[config.mk]
export PLATFORM = sky130hd
export DESIGN_NAME = parking_distance_indicator
export DESIGN_NICKNAME = d
export VERILOG_FILES = /design/src/rtl/core/pdi_pkg.sv /design/src/rtl/core/parking_distance_indicator.sv
export SDC_FILE = /design/constraint.sdc
export NUM_CORES = 1
export LEC_CHECK = 0
export CORE_UTILIZATION = 40
export DETAILED_ROUTE_END_ITERATION = 10
export DONT_BUFFER_PORTS = 1
export SLEW_MARGIN = 20
export SYNTH_ARGS = -nofsm -noshare
export SYNTH_HDL_FRONTEND = slang
export SYNTH_SLANG_ARGS = --single-unit
[constraint.sdc]
create_clock -name clk -period 9.6 [get_ports clk]
set_clock_uncertainty 0.15 [all_clocks]
set_input_delay 1.92 -clock clk [delete_from_list [all_inputs] [get_ports clk]]
set_output_delay 1.92 -clock clk [all_outputs]
set_load 0.005 [all_outputs]
[src/rtl/core/pdi_pkg.sv]
// pdi_pkg: shared widths, register indexes, pattern codes and band table
// for the parking distance indicator. No dependencies.

package pdi_pkg;

  localparam int DISTANCE_WIDTH = 9;
  localparam int CFG_DIST_WIDTH = 9;
  localparam int HOLD_WIDTH     = 10;
  localparam int CFG_DATA_WIDTH = 10;
  localparam int CMP_WIDTH      = (DISTANCE_WIDTH > CFG_DIST_WIDTH) ? DISTANCE_WIDTH
                                                                    : CFG_DIST_WIDTH;
  localparam int NUM_BANDS      = 6;

  typedef logic [DISTANCE_WIDTH-1:0] distance_t;
  typedef logic [CMP_WIDTH-1:0]      cmp_t;
  typedef logic [HOLD_WIDTH-1:0]     count_t;
  typedef logic [3:0]                pattern_t;

  typedef enum logic [1:0] {
    REG_MIN_DISTANCE = 2'd0,
    REG_MAX_DISTANCE = 2'd1,
    REG_JUMP_LIMIT   = 2'd2,
    REG_HOLD_LIMIT   = 2'd3
  } cfg_reg_t;

  localparam pattern_t PAT_BLANK = 4'd0;
  localparam pattern_t PAT_ALERT = 4'd1;
  localparam pattern_t PAT_SMILE = 4'd2;
  localparam pattern_t PAT_ARROW = 4'd8;

  localparam count_t COUNT_MAX = {HOLD_WIDTH{1'b1}};

  localparam logic [7:0] ALERT_EDGE = 8'd2;
  localparam logic [7:0] BAND_EDGE [NUM_BANDS] = '{8'd20, 8'd30, 8'd40, 8'd50, 8'd60, 8'd70};

  localparam logic [7:0] RESET_MIN_DISTANCE = 8'd0;
  localparam logic [7:0] RESET_MAX_DISTANCE = 8'd190;
  localparam logic [7:0] RESET_JUMP_LIMIT   = 8'd5;
  localparam logic [8:0] RESET_HOLD_LIMIT   = 9'd500;

  // fixed band pattern: smile below the first edge, then digits one..five
  function automatic pattern_t band_pattern(input distance_t d);
    pattern_t p;
    p = PAT_ARROW;
    for (int i = NUM_BANDS - 1; i >= 0; i--) begin
      if (d < DISTANCE_WIDTH'(BAND_EDGE[i])) begin
        p = PAT_SMILE + 4'(i);
      end
    end
    return p;
  endfunction

endpackage

[src/rtl/core/parking_distance_indicator.sv]
// parking_distance_indicator: presence tracking, band pattern choice and
// stay timeout, one distance item per cycle unless stalled. Depends on pdi_pkg.
//
//  channel | signals                         | direction | handshake
//  in      | distance_cm                     | in        | in_valid / in_ready
//  out     | pattern, pattern_written,       | out       | out_valid / out_ready
//          | car_present, car_changed,       |           |
//          | timed_out                       |           |
//  cfg     | cfg_index, cfg_data             | in        | cfg_valid / cfg_ready
//
// An item is registered on accept and its result is loaded into the result
// register when the input stage advances, so one item per cycle is sustained
// while the output is not stalled; the state update for an item and the load
// of its result happen on the same edge.
// The input stage advances whenever the result register is empty or being
// taken, so a stalled output holds one result plus one waiting item.
// Synchronous reset restores register defaults and clears all non-data state.
// cfg_ready is always high.

module parking_distance_indicator
  import pdi_pkg::*;
(
  input  logic                      clk,
  input  logic                      rst,
  input  logic                      in_valid,
  output logic                      in_ready,
  input  logic [DISTANCE_WIDTH-1:0] distance_cm,
  output logic                      out_valid,
  input  logic                      out_ready,
  output logic [3:0]                pattern,
  output logic                      pattern_written,
  output logic                      car_present,
  output logic                      car_changed,
  output logic                      timed_out,
  input  logic                      cfg_valid,
  output logic                      cfg_ready,
  input  logic [1:0]                cfg_index,
  input  logic [CFG_DATA_WIDTH-1:0] cfg_data
);

  logic [CFG_DIST_WIDTH-1:0] near_limit;
  logic [CFG_DIST_WIDTH-1:0] far_limit;
  logic [CFG_DIST_WIDTH-1:0] jump_limit;
  count_t                    hold_limit;

  logic      s1_valid;
  distance_t s1_dist;
  logic      advance;

  distance_t previous_sample;
  pattern_t  shown_pattern;
  count_t    stay_count;
  logic      timeout_flag;
  logic      presence_flag;

  pattern_t  shown_pattern_next;
  count_t    stay_count_next;
  logic      timeout_flag_next;
  logic      presence_flag_next;
  logic      written_next;

  distance_t diff;
  cmp_t      d_cmp;
  logic      tmo_mid;
  pattern_t  target;
  logic      gate;
  logic      blank_band;
  pattern_t  pat_mid;
  count_t    cnt_mid;
  logic      wr_mid;

  assign cfg_ready = 1'b1;
  assign advance   = s1_valid && (!out_valid || out_ready);
  assign in_ready  = !s1_valid || advance;

  // configuration registers
  always_ff @(posedge clk) begin
    if (rst) begin
      near_limit <= CFG_DIST_WIDTH'(RESET_MIN_DISTANCE);
      far_limit  <= CFG_DIST_WIDTH'(RESET_MAX_DISTANCE);
      jump_limit <= CFG_DIST_WIDTH'(RESET_JUMP_LIMIT);
      hold_limit <= HOLD_WIDTH'(RESET_HOLD_LIMIT);
    end else if (cfg_valid && cfg_ready) begin
      unique case (cfg_reg_t'(cfg_index))
        REG_MIN_DISTANCE: near_limit <= cfg_data[CFG_DIST_WIDTH-1:0];
        REG_MAX_DISTANCE: far_limit  <= cfg_data[CFG_DIST_WIDTH-1:0];
        REG_JUMP_LIMIT:   jump_limit <= cfg_data[CFG_DIST_WIDTH-1:0];
        REG_HOLD_LIMIT:   hold_limit <= cfg_data[HOLD_WIDTH-1:0];
        default: ;
      endcase
    end
  end

  // input register
  always_ff @(posedge clk) begin
    if (rst) begin
      s1_valid <= 1'b0;
    end else if (in_ready) begin
      s1_valid <= in_valid;
    end
  end

  always_ff @(posedge clk) begin
    if (in_valid && in_ready) begin
      s1_dist <= distance_cm;
    end
  end

  // single pass over the band order
  always_comb begin
    diff  = (s1_dist >= previous_sample) ? s1_dist - previous_sample
                                         : previous_sample - s1_dist;
    d_cmp = CMP_WIDTH'(s1_dist);

    tmo_mid = timeout_flag && !(CMP_WIDTH'(diff) > CMP_WIDTH'(jump_limit));
    presence_flag_next = (d_cmp > CMP_WIDTH'(near_limit)) &&
                         (d_cmp < CMP_WIDTH'(far_limit));

    blank_band = 1'b0;
    if (s1_dist == '0) begin
      target = PAT_BLANK;
      gate   = !tmo_mid;
    end else if (s1_dist < DISTANCE_WIDTH'(ALERT_EDGE)) begin
      target = PAT_ALERT;
      gate   = !tmo_mid;
    end else if (!tmo_mid &&
                 s1_dist < DISTANCE_WIDTH'(BAND_EDGE[NUM_BANDS-1])) begin
      target = band_pattern(s1_dist);
      gate   = 1'b1;
    end else if (d_cmp < CMP_WIDTH'(far_limit)) begin
      target = PAT_ARROW;
      gate   = !tmo_mid;
    end else begin
      target     = PAT_BLANK;
      gate       = 1'b1;
      blank_band = 1'b1;
    end

    pat_mid = shown_pattern;
    cnt_mid = stay_count;
    wr_mid  = 1'b0;
    if (shown_pattern != target && gate) begin
      pat_mid = target;
      wr_mid  = 1'b1;
      if (!blank_band) begin
        cnt_mid = '0;
      end
    end else if (!blank_band && stay_count != COUNT_MAX) begin
      cnt_mid = stay_count + count_t'(1);
    end

    shown_pattern_next = pat_mid;
    stay_count_next    = cnt_mid;
    timeout_flag_next  = tmo_mid;
    written_next       = wr_mid;
    if (cnt_mid > hold_limit) begin
      if (pat_mid != PAT_BLANK) begin
        shown_pattern_next = PAT_BLANK;
        timeout_flag_next  = 1'b1;
        written_next       = 1'b1;
      end
      stay_count_next = hold_limit + count_t'(1);
    end
  end

  // state and result registers
  always_ff @(posedge clk) begin
    if (rst) begin
      previous_sample <= '0;
      shown_pattern   <= PAT_BLANK;
      stay_count      <= '0;
      timeout_flag    <= 1'b0;
      presence_flag   <= 1'b0;
      out_valid       <= 1'b0;
    end else begin
      if (advance) begin
        previous_sample <= s1_dist;
        shown_pattern   <= shown_pattern_next;
        stay_count      <= stay_count_next;
        timeout_flag    <= timeout_flag_next;
        presence_flag   <= presence_flag_next;
        out_valid       <= 1'b1;
      end else if (out_ready) begin
        out_valid <= 1'b0;
      end
    end
  end

  always_ff @(posedge clk) begin
    if (advance) begin
      pattern         <= shown_pattern_next;
      pattern_written <= written_next;
      car_present     <= presence_flag_next;
      car_changed     <= presence_flag_next != presence_flag;
      timed_out       <= timeout_flag_next;
    end
  end

  // result register mirrors the state left by its item
  a_out_matches_state: assert property (@(posedge clk) disable iff (rst)
    out_valid |-> (pattern == shown_pattern) && (car_present == presence_flag) &&
                  (timed_out == timeout_flag))
    else $error("result register out of step with state");

  a_timeout_blank: assert property (@(posedge clk) disable iff (rst)
    timeout_flag |-> shown_pattern == PAT_BLANK)
    else $error("pattern shown while timed out");

  a_pattern_range: assert property (@(posedge clk) disable iff (rst)
    shown_pattern <= PAT_ARROW)
    else $error("pattern code out of range");

  a_ready_when_empty: assert property (@(posedge clk) disable iff (rst)
    !out_valid |-> in_ready)
    else $error("input stalled with empty result register");

  a_changed_flag: assert property (@(posedge clk) disable iff (rst)
    advance |=> car_changed == (presence_flag != $past(presence_flag)))
    else $error("presence change flag wrong");

endmodule
==> impl_metrics.json <==
{
  "path_clk_slew_ps": 70,
  "nets": 792,
  "post-place-ws_ps": 1520,
  "clock-root-buffer": "clkbuf_16",
  "slew_viol_final": 0,
  "grt_pass1_wl_mm": 26.1,
  "synth-main-ff-cell": "dfxtp_1",
  "num_antenna_cells": 0,
  "cts_tree": "done",
  "use_met1_pct": 31.8,
  "design.core.area_um2": 14000,
  "yosys_warnings": 0,
  "cp-start-kind": "flop",
  "drtAntennaViolNets": 0,
  "slew_headroom_pct": 37.2,
  "drive_gt1_share_pct": 6.86,
  "antenna_found_initial": 0,
  "start_util_pct": 41.2,
  "synth-async-reset-ratio_pct": 0,
  "post-route-util_pct": 43.9,
  "post_drt_wl_per_cell_um": 18.0,
  "max_freq_mhz": 121,
  "maxCapViolCount": 0,
  "clkSinkCount": 81,
  "status": "complete, no violations",
  "synth-seq-cells": 81,
  "setup-tns-final_ps": 0,
  "met2_usage_pct": 34.9,
  "switching_share_pct": 31.2,
  "tightestPinTransition_ps": 939,
  "worstPathMaxFanout": 25,
  "pwr-share-comb_pct": 20.4,
  "end_kind": "flop",
  "setup_ws_ps": 1360,
  "grt_usage_pct": 23.0,
  "ys_seq_area_share_pct": 31.1,
  "cp.required_ps": 9710,
  "drt-total-wl_mm": 16.1,
  "area_growth_pct": 6.42,
  "finalHoldViolCount": 0,
  "cts_resized": 0,
  "remaining_drc_errors": 0,
  "path_delay_family": "simple AND/OR/NAND/NOR gates",
  "top_usage_layer": "met2",
  "gr-total-overflow": 0,
  "drt_iter0_drc": 469,
  "io_buffer_count": 0,
  "cts_hold_buf": 0,
  "clockPowerShare_pct": 38.1,
  "grt_max_degree": 50,
  "p_int_uw": 629,
  "cp_num_buf_inv": 0,
  "fp-row-count": 43,
  "post_cts_buffers": 0,
  "die_area_um2": 14900,
  "dr_total_vias": 5215,
  "seqPwrFrac_pct": 41.5,
  "cpMaxStageDelayCell": "and2_1",
  "ys_types": 76,
  "first_global_vias": 4934,
  "fillers": 1462,
  "ir_drop_mv": 0.0961,
  "insertion_delay_ps": 350,
  "max_stage_delay_ps": 770,
  "min_period_ps": 8240,
  "grtUsageMet3_pct": 5.52,
  "fin_crit_sh_pct": 85.8,
  "cp.arrival_ps": 8350,
  "die_y_um": 122,
  "clockBufferDepth": 2,
  "rsz0062_at_grt": "false",
  "final_cells": 894,
  "synthCells": 726,
  "dp.cells": 878,
  "hpwl_mm": 12.0,
  "fp.dieW_um": 122,
  "synth_edf_count": 17,
  "viasPerCell": 5.83,
  "p_leak_uw": 0.00241,
  "holdCritPathClass": "reg -> reg",
  "syn-num-nets": 809,
  "detailed_place.area_um2": 5840,
  "globalplace.congestion": 0.906,
  "syn_avg_cell_area_um2": 7.94,
  "power_density_nw_per_um2": 149,
  "first_pass_iters": 6,
  "p_sw_uw": 285,
  "worst-setup-path-type": "reg -> reg",
  "boundaryPins": 37,
  "cts_buffers": 9,
  "synth_area_um2": 5770,
  "htreeDepth": 3,
  "post-route-cell-area_um2": 6140,
  "setup_viol": 0
}
-- logic make-up (layout without fill, tap and decap cells) --
kind of cell	count (synthesis)	after routing	share of synthesized area, %
other	1	1	0.0650
AND/OR/NAND/NOR	260	260	21.0
buffers and inverters	101	89	7.74
multiplexers	9	9	1.63
flip-flops	81	81	31.1
AO/OA/AOI/OAI	198	198	23.0
adder cells (fa/ha/maj)	57	57	12.6
XOR/XNOR	19	19	2.89
-- layout make-up --
type | count | area [µm²] | area share [%]
multi-input cells | 544 | 3530 | 57.6
flip-flops and latches | 81 | 1790 | 29.2
inverters | 69 | 259 | 4.22
clock buffers | 11 | 254 | 4.14
well taps | 180 | 225 | 3.67
clock inverters | 5 | 43.8 | 0.713
repair buffers | 4 | 30.0 | 0.489
-- synthesized netlist by cell type, types with 9 or more instances --
library cell  number  area (µm²)
a21o_1             9        67.6
a21oi_1           69         345
clkbuf_1          18        67.6
dfxtp_1           64        1280
edfxtp_1          17         510
ha_1              55         688
inv_1             68         255
nand2_1          106         398
nand3_1           36         180
nand4_1           12        75.1
nor2_1            49         184
nor3_1            14        70.1
o211ai_1          19         143
o21ai_0           25         125
xnor2_1           14         123
-- flip-flops by register name, indices dropped and copies added, names as in the netlist, 4 cells and up --
register and count:
d_cmp 9, far_limit 9, hold_limit 10, jump_limit 9, near_limit 9, pattern 4
previous_sample 9, shown_pattern 4, stay_count 10
-- cell usage in the layout (no fill, tap or decap), drive strengths merged, types with 9 or more instances in the layout --
| cell | instances |
|---|---|
| nand2 | 106 |
| a21oi | 74 |
| inv | 71 |
| dfxtp | 64 |
| ha | 55 |
| nor2 | 51 |
| nand3 | 36 |
| o21ai | 31 |
| o211ai | 20 |
| edfxtp | 17 |
| nor3 | 15 |
| xnor2 | 14 |
| nand4 | 12 |
| clkbuf | 11 |
| a21o | 9 |
-- worst register-to-register path, delay by kind of cell, from the launching register on --
kind	cells	cell delay [ps]
AO/OA/AOI/OAI	13	2760
XOR/XNOR	2	410
adder cells (fa/ha/maj)	3	860
flip-flops	1	580
multiplexers	1	400
AND/OR/NAND/NOR	11	2980
-- worst paths after layout --
check           startpoint             to  slack (ps)  depth (start not counted)
min reg2reg  jump_limit[1]  jump_limit[1]         300                          2
max               d_cmp[1]  stay_count[2]        1360                         30
min          jump_limit[1]  jump_limit[1]         300                          2
max reg2reg       d_cmp[1]  stay_count[2]        1360                         30
-- per-layer routing --
| metal | part of all wire, % | routed length (µm) | vias to the layer above |
|---|---|---|---|
| met5 | 0 | 0 | - |
| met4 | 2.0 | 316 | 0 |
| met3 | 6.5 | 1040 | 27 |
| met2 | 43 | 6900 | 184 |
| met1 | 49 | 7860 | 2468 |
| li1 | - | - | 2536 |
-- power by group through the flow --
| stage | sequential (µW) | combinational, µW | clock [µW] |
|---|---|---|---|
| 2_1_floorplan | 381 | 150 | 0 |
| 4_1_cts | 380 | 184 | 355 |
| 5_1_grt | 382 | 210 | 371 |
| 3_3_place_gp | 386 | 181 | 0 |
| 6_report | 380 | 186 | 349 |
| 3_5_place_dp | 387 | 182 | 0 |
-- stage by stage --
stage               hold WS (ps)  total power, µW
floorplan                    286              531
global placement             289              567
detailed placement           291              570
CTS                          300              918
global route                 321              963
finish                       302              915
(Power assumes the default switching activity.)
